[src/rtl/core/dbd_pkg.sv]
// ============================================================================
// Days-between-dates package
// Shared widths, constants, microcode word layout and small helper functions.
// ============================================================================
`timescale 1ns / 1ps
`default_nettype none

package dbd_pkg;

  // Field widths of the transfers.
  localparam int unsigned DayW   = 5;
  localparam int unsigned MonW   = 4;
  localparam int unsigned YearW  = 14;
  localparam int unsigned CountW = 22;

  // Accumulator holds a day number of any 14-bit year (below 2**23).
  localparam int unsigned AccW   = 23;
  localparam int unsigned PcW    = 4;
  localparam int unsigned MonTabW = 9;

  // Division by 100 as floor(floor(v / 4) * 5243 / 2**17).
  localparam int unsigned QW         = 8;
  localparam int unsigned RecipW     = 13;
  localparam int unsigned RecipShift = 17;
  localparam int unsigned ProdW      = YearW - 2 + RecipW;
  localparam logic [RecipW-1:0] Recip25 = RecipW'(5243);

  localparam logic [8:0]        DaysPerYear = 9'd365;
  localparam logic [6:0]        Hundred     = 7'd100;
  localparam logic [MonW-1:0]   MonthJan    = MonW'(1);
  localparam logic [MonW-1:0]   MonthFeb    = MonW'(2);
  localparam logic [MonW-1:0]   MonthDec    = MonW'(12);
  localparam logic [CountW-1:0] DayCountMax = '1;

  typedef enum logic [2:0] {
    ALU_NOP,
    ALU_LOAD_MUL,
    ALU_ADD,
    ALU_SUB,
    ALU_ABSDIFF
  } alu_op_e;

  typedef enum logic [2:0] {
    OPD_ONE,
    OPD_X_DIV4,
    OPD_Q,
    OPD_Q_DIV4,
    OPD_MONTH,
    OPD_DAY
  } opd_sel_e;

  typedef enum logic [1:0] {
    QLD_NONE,
    QLD_X,
    QLD_Y
  } q_load_e;

  typedef enum logic [2:0] {
    JMP_NEXT,
    JMP_YEAR_ZERO,
    JMP_NO_LEAP_DAY,
    JMP_FIRST_DATE,
    JMP_END
  } jump_e;

  // One control word of the program.
  typedef struct packed {
    alu_op_e        alu_op;
    opd_sel_e       opd_sel;
    logic           load_x;
    q_load_e        q_load;
    logic           load_leap;
    logic           save_first;
    logic           emit;
    jump_e          jump;
    logic [PcW-1:0] target;
  } uword_t;

  // Sequencer to datapath.
  typedef struct packed {
    logic start;
    logic step_en;
  } seq_ctrl_t;

  // Datapath to sequencer.
  typedef struct packed {
    logic year_zero;
    logic leap_day;
    logic first_date;
    logic out_full;
  } dp_status_t;

  typedef struct packed {
    logic [DayW-1:0]  first_day;
    logic [MonW-1:0]  first_month;
    logic [YearW-1:0] first_year;
    logic [DayW-1:0]  second_day;
    logic [MonW-1:0]  second_month;
    logic [YearW-1:0] second_year;
  } date_pair_t;

  function automatic logic [QW-1:0] div100(input logic [YearW-1:0] v);
    logic [ProdW-1:0] prod;
    prod = ProdW'(v[YearW-1:2]) * ProdW'(Recip25);
    return prod[RecipShift +: QW];
  endfunction

  // Days in the months before month m of a common year, m in 1..12.
  function automatic logic [MonTabW-1:0] days_before_month(input logic [MonW-1:0] m);
    logic [MonTabW-1:0] d;
    case (m)
      4'd1:    d = 9'd0;
      4'd2:    d = 9'd31;
      4'd3:    d = 9'd59;
      4'd4:    d = 9'd90;
      4'd5:    d = 9'd120;
      4'd6:    d = 9'd151;
      4'd7:    d = 9'd181;
      4'd8:    d = 9'd212;
      4'd9:    d = 9'd243;
      4'd10:   d = 9'd273;
      4'd11:   d = 9'd304;
      4'd12:   d = 9'd334;
      default: d = 9'd0;
    endcase
    return d;
  endfunction

endpackage

`default_nettype wire

[src/rtl/core/dbd_in_if.sv]
// ============================================================================
// Date pair channel
// Valid/ready channel that carries the two dates of one request.
// ============================================================================
`timescale 1ns / 1ps
`default_nettype none

interface dbd_in_if
  import dbd_pkg::*;
();

  logic             valid;
  logic             ready;
  logic [DayW-1:0]  first_day;
  logic [MonW-1:0]  first_month;
  logic [YearW-1:0] first_year;
  logic [DayW-1:0]  second_day;
  logic [MonW-1:0]  second_month;
  logic [YearW-1:0] second_year;

  modport source (
    output valid, first_day, first_month, first_year,
    output second_day, second_month, second_year,
    input  ready
  );

  modport sink (
    input  valid, first_day, first_month, first_year,
    input  second_day, second_month, second_year,
    output ready
  );

endinterface

`default_nettype wire

[src/rtl/core/dbd_out_if.sv]
// ============================================================================
// Day count channel
// Valid/ready channel that carries one day count result.
// ============================================================================
`timescale 1ns / 1ps
`default_nettype none

interface dbd_out_if
  import dbd_pkg::*;
();

  logic              valid;
  logic              ready;
  logic [CountW-1:0] day_count;

  modport source (
    output valid, day_count,
    input  ready
  );

  modport sink (
    input  valid, day_count,
    output ready
  );

endinterface

`default_nettype wire

[src/rtl/core/days_between_dates.sv]
// ============================================================================
// Days between dates
// Distance in days between two Gregorian dates, run by a microcode program.
// ============================================================================
// Usage:
//   A request is one transfer on in_i carrying two dates (day, month, year
//   each). The answer is one transfer on out_o carrying day_count, the
//   absolute number of days between the two dates, saturated to 22 bits.
//   Each date becomes a linear day number counted from year zero of the
//   proleptic Gregorian calendar; the result is the distance of the two.
//   After the input transfer the program runs 14 to 24 steps (11 steps
//   per date, one fewer when no leap day applies, 6 or 7 for year zero,
//   plus 2 closing steps). The result is valid from the edge that ends
//   the last step. A new request is taken only once the program is done
//   with the last one, as every step of the program goes through the
//   single accumulator.
//   in_i.ready is high whenever no request is in work. A finished result
//   sits in the output register, so a new request is accepted while it
//   waits; if the receiver still stalls when the next result is ready, the
//   program holds on its final step until the register frees up.
//   Reset clears the sequencer and the output valid flag; the block comes
//   out of reset idle and ready.
// ============================================================================
`timescale 1ns / 1ps
`default_nettype none

module days_between_dates
  import dbd_pkg::*;
(
  input  logic       clk_i,
  input  logic       rst_ni,
  dbd_in_if.sink     in_i,
  dbd_out_if.source  out_o
);

  date_pair_t     dates;
  uword_t         uword;
  seq_ctrl_t      ctrl;
  dp_status_t     status;
  logic [PcW-1:0] pc;

  // Gather the request payload into one bundle for the datapath.
  assign dates.first_day    = in_i.first_day;
  assign dates.first_month  = in_i.first_month;
  assign dates.first_year   = in_i.first_year;
  assign dates.second_day   = in_i.second_day;
  assign dates.second_month = in_i.second_month;
  assign dates.second_year  = in_i.second_year;

  // The step counter addresses the program; the control word it reads
  // drives both the jump logic and the datapath in the same cycle.
  dbd_ucode_rom u_rom (
    .pc_i    (pc),
    .uword_o (uword)
  );

  dbd_sequencer u_seq (
    .clk_i      (clk_i),
    .rst_ni     (rst_ni),
    .in_valid_i (in_i.valid),
    .in_ready_o (in_i.ready),
    .uword_i    (uword),
    .status_i   (status),
    .pc_o       (pc),
    .ctrl_o     (ctrl)
  );

  dbd_datapath u_dp (
    .clk_i       (clk_i),
    .rst_ni      (rst_ni),
    .dates_i     (dates),
    .ctrl_i      (ctrl),
    .uword_i     (uword),
    .status_o    (status),
    .out_valid_o (out_o.valid),
    .out_ready_i (out_o.ready),
    .day_count_o (out_o.day_count)
  );

endmodule

`default_nettype wire

[src/rtl/core/dbd_ucode_rom.sv]
// ============================================================================
// Microcode ROM
// Program that turns each date into a day number and forms the distance.
// ============================================================================
`timescale 1ns / 1ps
`default_nettype none

module dbd_ucode_rom
  import dbd_pkg::*;
(
  input  logic [PcW-1:0] pc_i,
  output uword_t         uword_o
);

  function automatic uword_t uw(input alu_op_e op, input opd_sel_e opd,
                                input logic ldx, input q_load_e qld,
                                input logic ldl, input logic save,
                                input logic emit, input jump_e jmp,
                                input logic [PcW-1:0] tgt);
    uword_t w;
    w.alu_op     = op;
    w.opd_sel    = opd;
    w.load_x     = ldx;
    w.q_load     = qld;
    w.load_leap  = ldl;
    w.save_first = save;
    w.emit       = emit;
    w.jump       = jmp;
    w.target     = tgt;
    return w;
  endfunction

  // Each date runs a path through steps 0 to 10; steps 11 and 12 close the request.
  always_comb begin
    unique case (pc_i)
      // acc = 365 * year, x = year - 1; year zero has no earlier years.
      4'd0:  uword_o = uw(ALU_LOAD_MUL, OPD_ONE, 1'b1, QLD_NONE, 1'b0, 1'b0, 1'b0,
                          JMP_YEAR_ZERO, 4'd5);
      // Year zero itself is a leap year; q = x / 100.
      4'd1:  uword_o = uw(ALU_ADD, OPD_ONE, 1'b0, QLD_X, 1'b0, 1'b0, 1'b0,
                          JMP_NEXT, 4'd0);
      4'd2:  uword_o = uw(ALU_ADD, OPD_X_DIV4, 1'b0, QLD_NONE, 1'b0, 1'b0, 1'b0,
                          JMP_NEXT, 4'd0);
      4'd3:  uword_o = uw(ALU_SUB, OPD_Q, 1'b0, QLD_NONE, 1'b0, 1'b0, 1'b0,
                          JMP_NEXT, 4'd0);
      4'd4:  uword_o = uw(ALU_ADD, OPD_Q_DIV4, 1'b0, QLD_NONE, 1'b0, 1'b0, 1'b0,
                          JMP_NEXT, 4'd0);
      // q = year / 100 for the leap test.
      4'd5:  uword_o = uw(ALU_NOP, OPD_ONE, 1'b0, QLD_Y, 1'b0, 1'b0, 1'b0,
                          JMP_NEXT, 4'd0);
      4'd6:  uword_o = uw(ALU_ADD, OPD_MONTH, 1'b0, QLD_NONE, 1'b1, 1'b0, 1'b0,
                          JMP_NEXT, 4'd0);
      4'd7:  uword_o = uw(ALU_NOP, OPD_ONE, 1'b0, QLD_NONE, 1'b0, 1'b0, 1'b0,
                          JMP_NO_LEAP_DAY, 4'd9);
      4'd8:  uword_o = uw(ALU_ADD, OPD_ONE, 1'b0, QLD_NONE, 1'b0, 1'b0, 1'b0,
                          JMP_NEXT, 4'd0);
      4'd9:  uword_o = uw(ALU_ADD, OPD_DAY, 1'b0, QLD_NONE, 1'b0, 1'b0, 1'b0,
                          JMP_NEXT, 4'd0);
      4'd10: uword_o = uw(ALU_NOP, OPD_ONE, 1'b0, QLD_NONE, 1'b0, 1'b1, 1'b0,
                          JMP_FIRST_DATE, 4'd0);
      4'd11: uword_o = uw(ALU_ABSDIFF, OPD_ONE, 1'b0, QLD_NONE, 1'b0, 1'b0, 1'b0,
                          JMP_NEXT, 4'd0);
      4'd12: uword_o = uw(ALU_NOP, OPD_ONE, 1'b0, QLD_NONE, 1'b0, 1'b0, 1'b1,
                          JMP_END, 4'd0);
      default: uword_o = uw(ALU_NOP, OPD_ONE, 1'b0, QLD_NONE, 1'b0, 1'b0, 1'b0,
                            JMP_END, 4'd0);
    endcase
  end

endmodule

`default_nettype wire

[src/rtl/core/dbd_sequencer.sv]
// ============================================================================
// Microcode sequencer
// Step counter with conditional jumps; owns the input handshake.
// ============================================================================
`timescale 1ns / 1ps
`default_nettype none

module dbd_sequencer
  import dbd_pkg::*;
(
  input  logic           clk_i,
  input  logic           rst_ni,
  input  logic           in_valid_i,
  output logic           in_ready_o,
  input  uword_t         uword_i,
  input  dp_status_t     status_i,
  output logic [PcW-1:0] pc_o,
  output seq_ctrl_t      ctrl_o
);

  logic           busy_q, busy_d;
  logic [PcW-1:0] pc_q, pc_d;
  logic           take;
  logic           stall;

  assign in_ready_o = ~busy_q;
  assign pc_o       = pc_q;

  // The result step waits while the output register holds a result not yet taken.
  assign stall          = uword_i.emit & status_i.out_full;
  assign ctrl_o.start   = in_valid_i & ~busy_q;
  assign ctrl_o.step_en = busy_q & ~stall;

  always_comb begin
    case (uword_i.jump)
      JMP_YEAR_ZERO:   take = status_i.year_zero;
      JMP_NO_LEAP_DAY: take = ~status_i.leap_day;
      JMP_FIRST_DATE:  take = status_i.first_date;
      default:         take = 1'b0;
    endcase
  end

  always_comb begin
    busy_d = busy_q;
    pc_d   = pc_q;
    if (ctrl_o.start) begin
      busy_d = 1'b1;
      pc_d   = '0;
    end else if (ctrl_o.step_en) begin
      if (uword_i.jump == JMP_END) begin
        busy_d = 1'b0;
        pc_d   = '0;
      end else if (take) begin
        pc_d = uword_i.target;
      end else begin
        pc_d = pc_q + PcW'(1);
      end
    end
  end

  always_ff @(posedge clk_i or negedge rst_ni) begin
    if (!rst_ni) begin
      busy_q <= 1'b0;
      pc_q   <= '0;
    end else begin
      busy_q <= busy_d;
      pc_q   <= pc_d;
    end
  end

endmodule

`default_nettype wire

[src/rtl/core/dbd_datapath.sv]
// ============================================================================
// Day number datapath
// Accumulator, divide-by-100 unit, leap test and result register.
// ============================================================================
`timescale 1ns / 1ps
`default_nettype none

module dbd_datapath
  import dbd_pkg::*;
(
  input  logic              clk_i,
  input  logic              rst_ni,
  input  date_pair_t        dates_i,
  input  seq_ctrl_t         ctrl_i,
  input  uword_t            uword_i,
  output dp_status_t        status_o,
  output logic              out_valid_o,
  input  logic              out_ready_i,
  output logic [CountW-1:0] day_count_o
);

  date_pair_t        dates_q;
  logic              sel_q;
  logic [AccW-1:0]   acc_q, acc_d;
  logic [AccW-1:0]   first_q;
  logic [YearW-1:0]  x_q;
  logic [QW-1:0]     q_q;
  logic              leap_q;
  logic              out_valid_q;
  logic [CountW-1:0] out_q;

  logic [DayW-1:0]   day;
  logic [MonW-1:0]   mon_raw, mon;
  logic [YearW-1:0]  year;
  logic [YearW-1:0]  rem100;
  logic              leap;
  logic [AccW-1:0]   opd;

  // The date in work: first while sel_q is low, second afterwards.
  assign day     = sel_q ? dates_q.second_day   : dates_q.first_day;
  assign mon_raw = sel_q ? dates_q.second_month : dates_q.first_month;
  assign year    = sel_q ? dates_q.second_year  : dates_q.first_year;

  // Month zero counts as January, anything past December as December.
  always_comb begin
    if (mon_raw < MonthJan) begin
      mon = MonthJan;
    end else if (mon_raw > MonthDec) begin
      mon = MonthDec;
    end else begin
      mon = mon_raw;
    end
  end

  // With q_q = year / 100, the year is a multiple of 100 when the
  // remainder is zero, and of 400 when q_q is also a multiple of 4.
  assign rem100 = year - (YearW'(q_q) * YearW'(Hundred));
  assign leap   = (year[1:0] == 2'b00) && ((rem100 != '0) || (q_q[1:0] == 2'b00));

  always_comb begin
    case (uword_i.opd_sel)
      OPD_X_DIV4: opd = AccW'(x_q[YearW-1:2]);
      OPD_Q:      opd = AccW'(q_q);
      OPD_Q_DIV4: opd = AccW'(q_q[QW-1:2]);
      OPD_MONTH:  opd = AccW'(days_before_month(mon));
      OPD_DAY:    opd = AccW'(day);
      default:    opd = AccW'(1);
    endcase
  end

  always_comb begin
    case (uword_i.alu_op)
      ALU_LOAD_MUL: acc_d = AccW'(year) * AccW'(DaysPerYear);
      ALU_ADD:      acc_d = acc_q + opd;
      ALU_SUB:      acc_d = acc_q - opd;
      ALU_ABSDIFF:  acc_d = (first_q >= acc_q) ? (first_q - acc_q) : (acc_q - first_q);
      default:      acc_d = acc_q;
    endcase
  end

  assign status_o.year_zero  = (year == '0);
  assign status_o.leap_day   = leap_q && (mon > MonthFeb);
  assign status_o.first_date = ~sel_q;
  assign status_o.out_full   = out_valid_q & ~out_ready_i;

  // Payload registers.
  always_ff @(posedge clk_i) begin
    if (ctrl_i.start) begin
      dates_q <= dates_i;
    end
    if (ctrl_i.step_en) begin
      acc_q <= acc_d;
      if (uword_i.load_x) begin
        x_q <= year - YearW'(1);
      end
      if (uword_i.q_load == QLD_X) begin
        q_q <= div100(x_q);
      end else if (uword_i.q_load == QLD_Y) begin
        q_q <= div100(year);
      end
      if (uword_i.load_leap) begin
        leap_q <= leap;
      end
      if (uword_i.save_first && !sel_q) begin
        first_q <= acc_q;
      end
      if (uword_i.emit) begin
        out_q <= (acc_q > AccW'(DayCountMax)) ? DayCountMax : acc_q[CountW-1:0];
      end
    end
  end

  // Control registers.
  always_ff @(posedge clk_i or negedge rst_ni) begin
    if (!rst_ni) begin
      sel_q       <= 1'b0;
      out_valid_q <= 1'b0;
    end else begin
      if (ctrl_i.start) begin
        sel_q <= 1'b0;
      end else if (ctrl_i.step_en && uword_i.save_first) begin
        sel_q <= 1'b1;
      end
      if (ctrl_i.step_en && uword_i.emit) begin
        out_valid_q <= 1'b1;
      end else if (out_ready_i) begin
        out_valid_q <= 1'b0;
      end
    end
  end

  assign out_valid_o = out_valid_q;
  assign day_count_o = out_q;

endmodule

`default_nettype wire

[src/flat_wrapper.sv]
// flat-port wrapper written by rule: the top's interface ports become plain ports
module days_between_dates_flat import dbd_pkg::*;
  (clk_i, rst_ni, in_i_valid, in_i_first_day, in_i_first_month, in_i_first_year, in_i_second_day, in_i_second_month, in_i_second_year, in_i_ready, out_o_valid, out_o_day_count, out_o_ready);
  dbd_in_if in_i_i ();
  dbd_out_if out_o_i ();
  input  logic clk_i;
  input  logic rst_ni;
  input wire logic [$bits(in_i_i.valid)-1:0] in_i_valid;
  input wire logic [$bits(in_i_i.first_day)-1:0] in_i_first_day;
  input wire logic [$bits(in_i_i.first_month)-1:0] in_i_first_month;
  input wire logic [$bits(in_i_i.first_year)-1:0] in_i_first_year;
  input wire logic [$bits(in_i_i.second_day)-1:0] in_i_second_day;
  input wire logic [$bits(in_i_i.second_month)-1:0] in_i_second_month;
  input wire logic [$bits(in_i_i.second_year)-1:0] in_i_second_year;
  output wire logic [$bits(in_i_i.ready)-1:0] in_i_ready;
  output wire logic [$bits(out_o_i.valid)-1:0] out_o_valid;
  output wire logic [$bits(out_o_i.day_count)-1:0] out_o_day_count;
  input wire logic [$bits(out_o_i.ready)-1:0] out_o_ready;
  assign in_i_i.valid = in_i_valid;
  assign in_i_i.first_day = in_i_first_day;
  assign in_i_i.first_month = in_i_first_month;
  assign in_i_i.first_year = in_i_first_year;
  assign in_i_i.second_day = in_i_second_day;
  assign in_i_i.second_month = in_i_second_month;
  assign in_i_i.second_year = in_i_second_year;
  assign in_i_ready = in_i_i.ready;
  assign out_o_valid = out_o_i.valid;
  assign out_o_day_count = out_o_i.day_count;
  assign out_o_i.ready = out_o_ready;
  days_between_dates u_core (.clk_i(clk_i), .rst_ni(rst_ni), .in_i(in_i_i), .out_o(out_o_i));
endmodule
[config.mk]
export PLATFORM = sky130hd
export DESIGN_NAME = days_between_dates_flat
export DESIGN_NICKNAME = d
export VERILOG_FILES = /design/src/rtl/core/dbd_pkg.sv /design/src/rtl/core/dbd_in_if.sv /design/src/rtl/core/dbd_out_if.sv /design/src/rtl/core/days_between_dates.sv /design/src/rtl/core/dbd_ucode_rom.sv /design/src/rtl/core/dbd_sequencer.sv /design/src/rtl/core/dbd_datapath.sv /design/src/flat_wrapper.sv
export SDC_FILE = /design/constraint.sdc
export NUM_CORES = 1
export LEC_CHECK = 0
export BUFFER_PORTS_ARGS = -buffer_cell sky130_fd_sc_hd__buf_2
export CORE_ASPECT_RATIO = 1.1
export CORE_UTILIZATION = 32
export CTS_CLUSTER_DIAMETER = 100
export CTS_CLUSTER_SIZE = 20
export DETAILED_ROUTE_END_ITERATION = 8
export HOLD_SLACK_MARGIN = 0.02
export RECOVER_POWER = 100
export SETUP_SLACK_MARGIN = 0.3
export SYNTH_ARGS = -nofsm -noshare
export SYNTH_HDL_FRONTEND = slang
export SYNTH_SLANG_ARGS = --single-unit
[constraint.sdc]
create_clock -name clk_i -period 18.41 [get_ports clk_i]
set_input_delay 1.841 -clock clk_i [delete_from_list [all_inputs] [get_ports clk_i]]
set_output_delay 1.841 -clock clk_i [all_outputs]
set_load 0.01 [all_outputs]
==> flow_results.org, run 1 <==
** Run status
- Run status :: finished, violations left
- The final reports fail on max-capacitance violations, max-slew violations.

** Die
- Effective utilization at floorplan :: 0.326
- Placement row count :: between 90 and 100
- The die is between 200 and 300 um tall.
- I/O pin count :: 74
- Area inside the core boundary :: between 0.05 and 0.06 mm2
- Die width :: about 230 um
- The die covers approximately 0.059 mm2.

** CTS
- TritonCTS built the clock tree.
- Clock Sink Count :: between 100 and 150
- In this run the number of H-tree levels came out at 4.
- After clock tree synthesis, the clock-pin slew on the worst setup and hold paths is 0.06 ns.
- At the later pin of the worst-skew pair, clock insertion delay measures 0.49 ns.
- Root buffer cell :: clkbuf_16
- The number of hold buffers added after CTS was 0.
- Worst-case clock buffer depth :: 2
- The number of setup buffers added after CTS is 0.
- CTS Buf Count :: 17
- Number of resized instances in the post-cts repair step :: 0

** Critical path
- The critical path starts at u_core.u_dp.sel_q$_DFFE_PN0P_.
- At the worst endpoint, the required time is roughly 19 ns.
- Classification of the worst setup path :: reg -> reg
- Highest-delay cell along the critical path :: clkbuf_1
- Worst path buffer plus inverter count :: 3
- Kind of end point of the critical path :: register
- The largest single stage delay on the critical path is approximately 1.9 ns.
- Maximum fanout encountered on the critical timing path :: 44
- Grouping stages by cell kind, the critical path spends the most delay in compound AO/OA/AOI/OAI gates.
- The worst setup path is launched from a register.
- Critical path arrival :: 9.73 ns
- In this run the critical register-to-register path is launched from u_core.u_dp.sel_q$_DFFE_PN0P_.

** Timing
- Static timing analysis puts the maximum clock frequency at roughly 0.11 GHz.
- Setup slack after layout :: 8.92 ns
- Count of final max-slew check failures :: between 150 and 200
- Counting I/O delays and the setup requirement, the final critical path takes 9.49 ns.
- Summed negative setup slack over all endpoints :: 0 ns
- Post-route clock period utilization :: 0.515
- Worst max-slew margin expressed relative to the limit :: -0.775
- Setup Viol. Count Final :: 0
- Setup repair after global routing missed its margin :: false
- Final Hold Vio Count :: 0
- Measured slew at the worst slew-check pin :: approximately 2.7 ns
- Layout Skew :: about 0.016 ns

** Logic synthesis
- Share of the synthesized area in the top cell type :: 0.227
- Area fraction in compound gates after synthesis :: 0.143
- Proportion of synthesized flip-flops having asynchronous set or reset :: 0.0493
- Mean Syn Cell Area :: roughly 9.8 um2
- The portion of synthesized area spent on multiplexers is 0.0284.
- Combinational family with the most area after synthesis :: adder cells
- Synth cell count leaders :: ha_1, inv_1, fa_1
- Cell Area, Synth :: roughly 0.018 mm2
- Yosys mapped a number of flops with a built-in enable equal to 135.
- By instance count, the leading cell after synthesis is ha_1.
- Gate count after technology mapping :: roughly 1,900
- Of the total synthesized cell area, the portion taken by full adders, half adders and majority gates is 0.381.
- Library cell occupying the most area in the post-synthesis netlist :: ha_1
- In this run, distinct cell masters in the synthesized netlist total between 80 and 90.
- Post-synthesis xor/xnor area fraction :: 0.0447
- Number of nets in the synthesized netlist :: 2,414
- Counting flops and latches in the post-synthesis netlist gives roughly 140.
- Fraction of the yosys area taken by sequential cells :: 0.229
- Total of warnings raised by yosys :: 0
- Ranking of synthesized cells by area :: ha_1, edfxtp_1, fa_1
- Among all flip-flop cells after synthesis, the most frequent one is edfxtp_1.
- Share of synthesized cell area in and, or, nand and nor gates :: 0.0975

** Drt
- The pre-antenna-repair detailed-routing pass consisted of 6 iterations.
- Dividing the detail-routed via count by the number of cells gives 5.08.
- In the routed design, unresolved DRC markers number 0.
- For this block, the via count after detailed routing is roughly 14,000.
- In this run the remaining antenna-violating nets after routing total 0.
- DRT iter0 DRCs :: about 940
- DR top layer :: met4
- The routed design has around 47 mm of wire.
- In the final routing, the length of wire on met1 measures approximately 22 mm.
- The routed design uses between 20 and 25 mm of met2 wire.
- Summed over all nets, wire length on met3 after detailed routing comes to 1.35 mm.
- Mean routed wirelength per cell :: approximately 17 um

** Global route
- Number of antenna violations at the first check in global routing :: 0
- The number of global-route vias before repair came to roughly 14,000.
- Wire length of the first global-routing pass :: 76.9 mm
- Total global routing overflow :: 0
- Entering global routing, the biggest net connects 47 pins.
- All-Layer GR Usage :: 0.169

** Placed design
- RePlAce Congestion :: about 0.95
- Place WS :: around 11 ns
- Port buffering added 73 buffers.
- Placed wire-length estimate :: between 30 and 40 mm

** Hold path
- The min-delay analysis places its worst path in the category reg -> reg.
- Start point of the worst hold path :: u_core.u_dp.acc_q[22]$_DFFE_PP_

** Run
- Max-cap violations in this run came to 5.

** Finish
- Share of post-route cells with drive strength above 1 :: 0.0542
- Filler Cells Inserted :: 5,761
- Summing all multi-input logic gate instances after layout gives between 0.01 and 0.015 mm2.
- Reg area :: about 0.0042 mm2
- Final layout net count :: 2,471
- Area overhead of the layout relative to synthesis :: 9.06%
==> worst paths after layout <==
kind,end,slack (ns),cells past startpoint
worst max-delay path,u_core.u_dp.acc_q[21]$_DFFE_PP_,8.92,26
worst min-delay path,u_core.u_dp.first_q[22]$_DFFE_PP_,0.47,0
worst max register to register,u_core.u_dp.acc_q[21]$_DFFE_PP_,8.92,26
worst min register to register,u_core.u_dp.first_q[22]$_DFFE_PP_,0.47,0
max in group asynchronous,u_core.u_dp.sel_q$_DFFE_PN0P_,16.82,1
min in group asynchronous,u_core.u_seq.pc_o[3]$_DFFE_PN0P_,1.27,1
==> state kept, by name, indices dropped and copies added (netlist names) <==
signal / count
u_core.u_seq.pc_o: 4
u_core.u_dp.day_count_o: 22
u_core.u_seq.busy_q: 1
u_core.u_dp.sel_q: 1
u_core.u_dp.out_valid_o: 1
u_core.u_dp.acc_q: 23
u_core.u_dp.dates_q: 46
u_core.u_dp.leap_q: 1
u_core.u_dp.q_q: 8
u_core.u_dp.x_q: 12
u_core.u_dp.first_q: 23
==> stage by stage <==
step / utilization / area (um2) / hold WS, ns / std cells
2_1_floorplan: - / 18400 / 0.426 / 1888
3_3_place_gp: 0.348 / 19600 / 0.437 / 2670
3_5_place_dp: 0.348 / 19600 / 0.444 / 2670
4_1_cts: 0.358 / 20200 / 0.468 / 2701
5_1_grt: 0.356 / 20100 / 0.484 / 2701
6_report: 0.356 / 20100 / 0.467 / 2702
==> metal layers <==
metal | vias up | track usage
li1 | 6679 | -
met1 | 6678 | 0.217
met2 | 280 | 0.284
met3 | 84 | 0.0220
met4 | 0 | 0.0698
met5 | - | 0
==> logic make-up (layout without fill, tap and decap cells) <==
group	count (synthesis)	after routing
fa+ha+maj	476	476
buf+inv	371	440
compound gates	392	392
simple gates	362	362
other cells	0	1
mux	51	51
flops	142	142
xor+xnor	94	94
==> cells in the final DEF, fill, tap and decap left out, types with 29 or more instances in the layout <==
cell | netlist | final
mux2i_1 | 43 | 43
xor2_1 | 42 | 42
a21o_1 | 32 | 32
nand2_1 | 113 | 113
nor3_1 | 31 | 31
nand3_1 | 29 | 29
ha_1 | 334 | 334
nor2_1 | 80 | 79
inv_1 | 327 | 328
a21oi_1 | 100 | 100
edfxtp_1 | 135 | 135
clkbuf_1 | 31 | 35
o21ai_0 | 72 | 79
xnor2_1 | 52 | 52
fa_1 | 142 | 142
buf_2 | 4 | 42
==> final cells by class <==
class | count | area share
Clock inverter | 13 | 0.00716
Clock buffer | 18 | 0.0213
Inverter | 328 | 0.0612
Tap cell | 744 | 0.0463
Sequential cell | 142 | 0.210
Antenna cell | 1 | 0.000124
Multi-Input combinational cell | 1375 | 0.635
Timing Repair Buffer | 81 | 0.0187
Power of run 1 is left out: the tool's default activity adds up to more than one toggle a clock period on the data nets, which glitch-free logic cannot reach.
==> inputs of run 2 (changes only) <==
clock period = 9.25 ns   (was 18.41 ns; I/O delays follow)
==> run 2 against run 1 <==
Against the previous run: the flow still finishes with violations (max-capacitance violations, max-slew violations); critical path depth shrank 1; clock skew grew 0.0062 ns; wire length grew 1.1%; global-route usage grew 0.075 points; register-to-register slack lost 7.2 ns; non-clock buffer count shrank 2; fmax grew 26%; die area is the same; highest routed layer unchanged; critical endpoint is now u_core.u_dp.acc_q[20]$_DFFE_PP_.
==> flow_results.org, run 2 (same netlist as run 1, synthesis figures left out) <==
** Run status
- Run status :: finished, violations left
- Failing checks :: max-capacitance violations, max-slew violations

** Timing
- The number of hold violations in the final report came to 0 (unchanged).
- Layout Skew :: 0.0226 ns (+0.00622 ns)
- Count of final max-slew check failures :: 108 (-29%)
- The share of the cycle needed by the critical path after routing is 0.811 (+0.296).
- Post-layout min period :: 7.51 ns (-1.98 ns)
- The achievable clock frequency is 0.133 GHz (+26%).
- Setup slack after layout :: 1.74 ns (-7.18 ns)
- Worst max-slew margin expressed relative to the limit :: -0.340 (+0.435)
- Setup Viol. Count Final :: 0 (unchanged)
- The transition time at the pin with the least slew margin was 1.99 ns (-0.668 ns).
- Summed negative setup slack over all endpoints :: 0 ns (unchanged)
- Setup repair after global routing missed its margin :: false

** Critical path
- For this design, the slowest cell found on the critical path is dfrtp_1.
- The most numerous cell type found on the critical path is nand2_1.
- Largest stage delay on the critical path :: 1.08 ns (-0.79 ns)
- The critical path is of the reg -> reg type.
- Minimum setup slack among reg-to-reg paths :: 1.74 ns (-7.18 ns)
- Cell family with the largest share of critical-path delay :: simple AND/OR/NAND/NOR gates
- In this run the critical register-to-register path is launched from u_core.u_dp.sel_q$_DFFE_PN0P_.
- Critical path arrival :: 7.75 ns (-1.98 ns)
- Sort of element at the start of the critical path :: register
- The path depth of the worst reg2reg path is 25 (-3.8%).
- The maximum net fanout on the critical path is 24 (-45%).
- Cell depth of the worst setup path :: 25 (-3.8%)
- Kind of end point of the critical path :: register
- Worst path buffer plus inverter count :: 3 (unchanged)
- The required arrival time at the worst endpoint was 9.49 ns (-9.16 ns).
- In this run the critical register-to-register path is captured at u_core.u_dp.acc_q[20]$_DFFE_PP_.

** CTS
- The number of clock buffers inserted by TritonCTS is 17 (unchanged).
- The total of hold buffers inserted after clock tree synthesis was 0 (unchanged).
- Clock tree synthesis selected as its root buffer the cell clkbuf_16.
- Worst-case clock buffer depth :: 2 (unchanged)
- TritonCTS built the clock tree.
- The clock network latency to the later pin of the worst-skew pair was 0.50 ns (about the same).
- The level count of the clock H-tree came to 4 (unchanged).
- Number of resized instances in the post-cts repair step :: 0 (unchanged)
- The CTS clock-pin slew for the worst setup and hold paths is 0.07 ns (about the same).
- Clock Sink Count :: 142 (unchanged)
- Post-CTS Setup Inserts :: 0 (unchanged)

** Finish
- Commonest cells after routing, fill and taps aside :: ha_1, inv_1, fa_1
- Regs by FF count :: u_core.u_dp.dates_q: 46 flops, u_core.u_dp.acc_q: 23 flops, u_core.u_dp.first_q: 23 flops
- Largest register FFs :: 46 (unchanged)
- Commonest non-fill, non-tap cell in the layout :: ha_1
- The fraction of final layout cells sized beyond drive strength 1 is 0.0568 (+0.00261).
- The number of nets in the final layout was 2,469 (-0.081%).
- Register with the most flip-flops :: u_core.u_dp.dates_q
- Area overhead of the layout relative to synthesis :: 9.56%
- Antenna Cells :: 0 (-1)
- The number of filler cells placed in the layout is 5,778 (+0.30%).

** Drt
- Remaining number of nets flagged by the antenna check after routing :: 0 (unchanged)
- DR top layer :: met4
- Avg Vias per Cell :: 5.11 (+0.72%)
- DRC viols :: 0 (unchanged)
- Length of routed wiring on met1 :: 21.5 mm (-1.1%)
- Routed wire length on met2 :: 22.6 mm (+0.85%)
- The total wirelength of the detailed-routed design was 47.4 mm (+1.1%).
- DRT iter0 DRCs :: 925 (-1.7%)
- Vias :: 13,805 (+0.61%)
- Detailed route wirelength on metal3 :: 1.83 mm (+35%)
- First drt pass iteration count :: 5 (-1)
- The routed length per placed instance came to 17.6 um (+1.2%).

** Placed design
- I/O Buffers :: 73 (unchanged)
- Place WS :: 2.25 ns (-8.99 ns)
- The detailed-placement wirelength estimate is 39.1 mm (+0.77%).
- The last weighted congestion value of the routability-driven placer was 0.957 (+0.92%).

** Global route
- The number of global-route vias before repair was 14,612 (+0.88%).
- The total routing resource utilization after global routing was 0.169 (+0.000745).
- The global-route wire length before repair came to 77.0 mm (+0.17%).
- The initial antenna violation count is 0 (unchanged).
- Pin count of the biggest net entering global routing :: 47 (unchanged)
- The overall overflow remaining after global route came to 0 (unchanged).

** Die
- The number of standard-cell rows in the floorplan is 91 (unchanged).
- I/O pin count :: 74 (unchanged)
- The placeable core area was 0.0565 mm2 (unchanged).
- Die width :: 231 um (unchanged)
- The height of the die came to 254 um (unchanged).
- The effective utilization at floorplan came to 0.326 (unchanged).
- The full die area is 0.0586 mm2 (unchanged).

** Run
- The max-cap check violation count is 4 (-1).

** Hold path
- In this run the worst hold path is classified as in -> async.
[run 2: cell types whose count changed in the layout (fill, tap and decap cells not counted), moves of 3 or more]
cell        before  now
bufinv_16        2    5
clkbuf_1        35   31
clkinvlp_4       6    2
buf_2           42   45
[run 2: worst register-to-register path, stage by stage (launching register included)]
cell,delay (ns)
dfrtp_1,1.08
buf_4,0.45
mux2i_1,0.53
inv_1,0.21
nor2_1,0.22
nand2_1,0.07
o21ai_0,0.18
inv_1,0.13
ha_1,0.28
nand2_1,0.11
a32oi_1,0.16
a2111o_1,0.47
nand4b_4,0.23
nor4_4,0.39
nand2_1,0.12
o21ai_2,0.31
and4_1,0.25
nor3_1,0.07
ha_1,0.22
or4b_2,0.68
o221ai_1,0.27
o31ai_1,0.17
a21boi_0,0.29
xnor2_1,0.10
a22oi_1,0.17
o21ai_0,0.10
[run 2: how the worst max path moves through the flow]
stage / endpoint / slack (ns) / from
after floorplan: u_core.u_dp.q_q[7]$_DFFE_PP_ / 2.04 / u_core.u_dp.sel_q$_DFFE_PN0P_
after global placement: u_core.u_dp.q_q[7]$_DFFE_PP_ / 2.35 / u_core.u_dp.sel_q$_DFFE_PN0P_
after detailed placement: u_core.u_dp.acc_q[21]$_DFFE_PP_ / 2.25 / u_core.u_dp.sel_q$_DFFE_PN0P_
after CTS: u_core.u_dp.q_q[7]$_DFFE_PP_ / 2.23 / u_core.u_dp.sel_q$_DFFE_PN0P_
after global routing: u_core.u_dp.acc_q[20]$_DFFE_PP_ / 1.16 / u_core.u_dp.sel_q$_DFFE_PN0P_
final: u_core.u_dp.acc_q[20]$_DFFE_PP_ / 1.74 / u_core.u_dp.sel_q$_DFFE_PN0P_
[run 2: routing by layer]
layer  up-vias  GRT usage
met5         -          0
met4         0     0.0645
met3        90     0.0342
met2       300      0.288
met1      6739      0.210
li1       6676          -
[run 2: area by class of cell]
class / count / area (um2) / share of cell area
multi-input cells: 1375 / 12800 / 0.634
inverters: 328 / 1230 / 0.0610
flip-flops and latches: 142 / 4230 / 0.209
clock buffers: 18 / 429 / 0.0212
repair buffers: 79 / 368 / 0.0182
well taps: 744 / 931 / 0.0461
clock inverters: 13 / 214 / 0.0106
[run 2: through the flow]
stage	instances	instance area, um2	hold slack [ns]	util
5_1_grt	2699	20200	0.359	0.358
3_5_place_dp	2668	19600	0.433	0.347
2_1_floorplan	1888	18400	0.426	-
6_report	2699	20200	0.333	0.358
4_1_cts	2699	20300	0.241	0.359
3_3_place_gp	2668	19600	0.439	0.347
Power of run 2 is left out for the same reason.
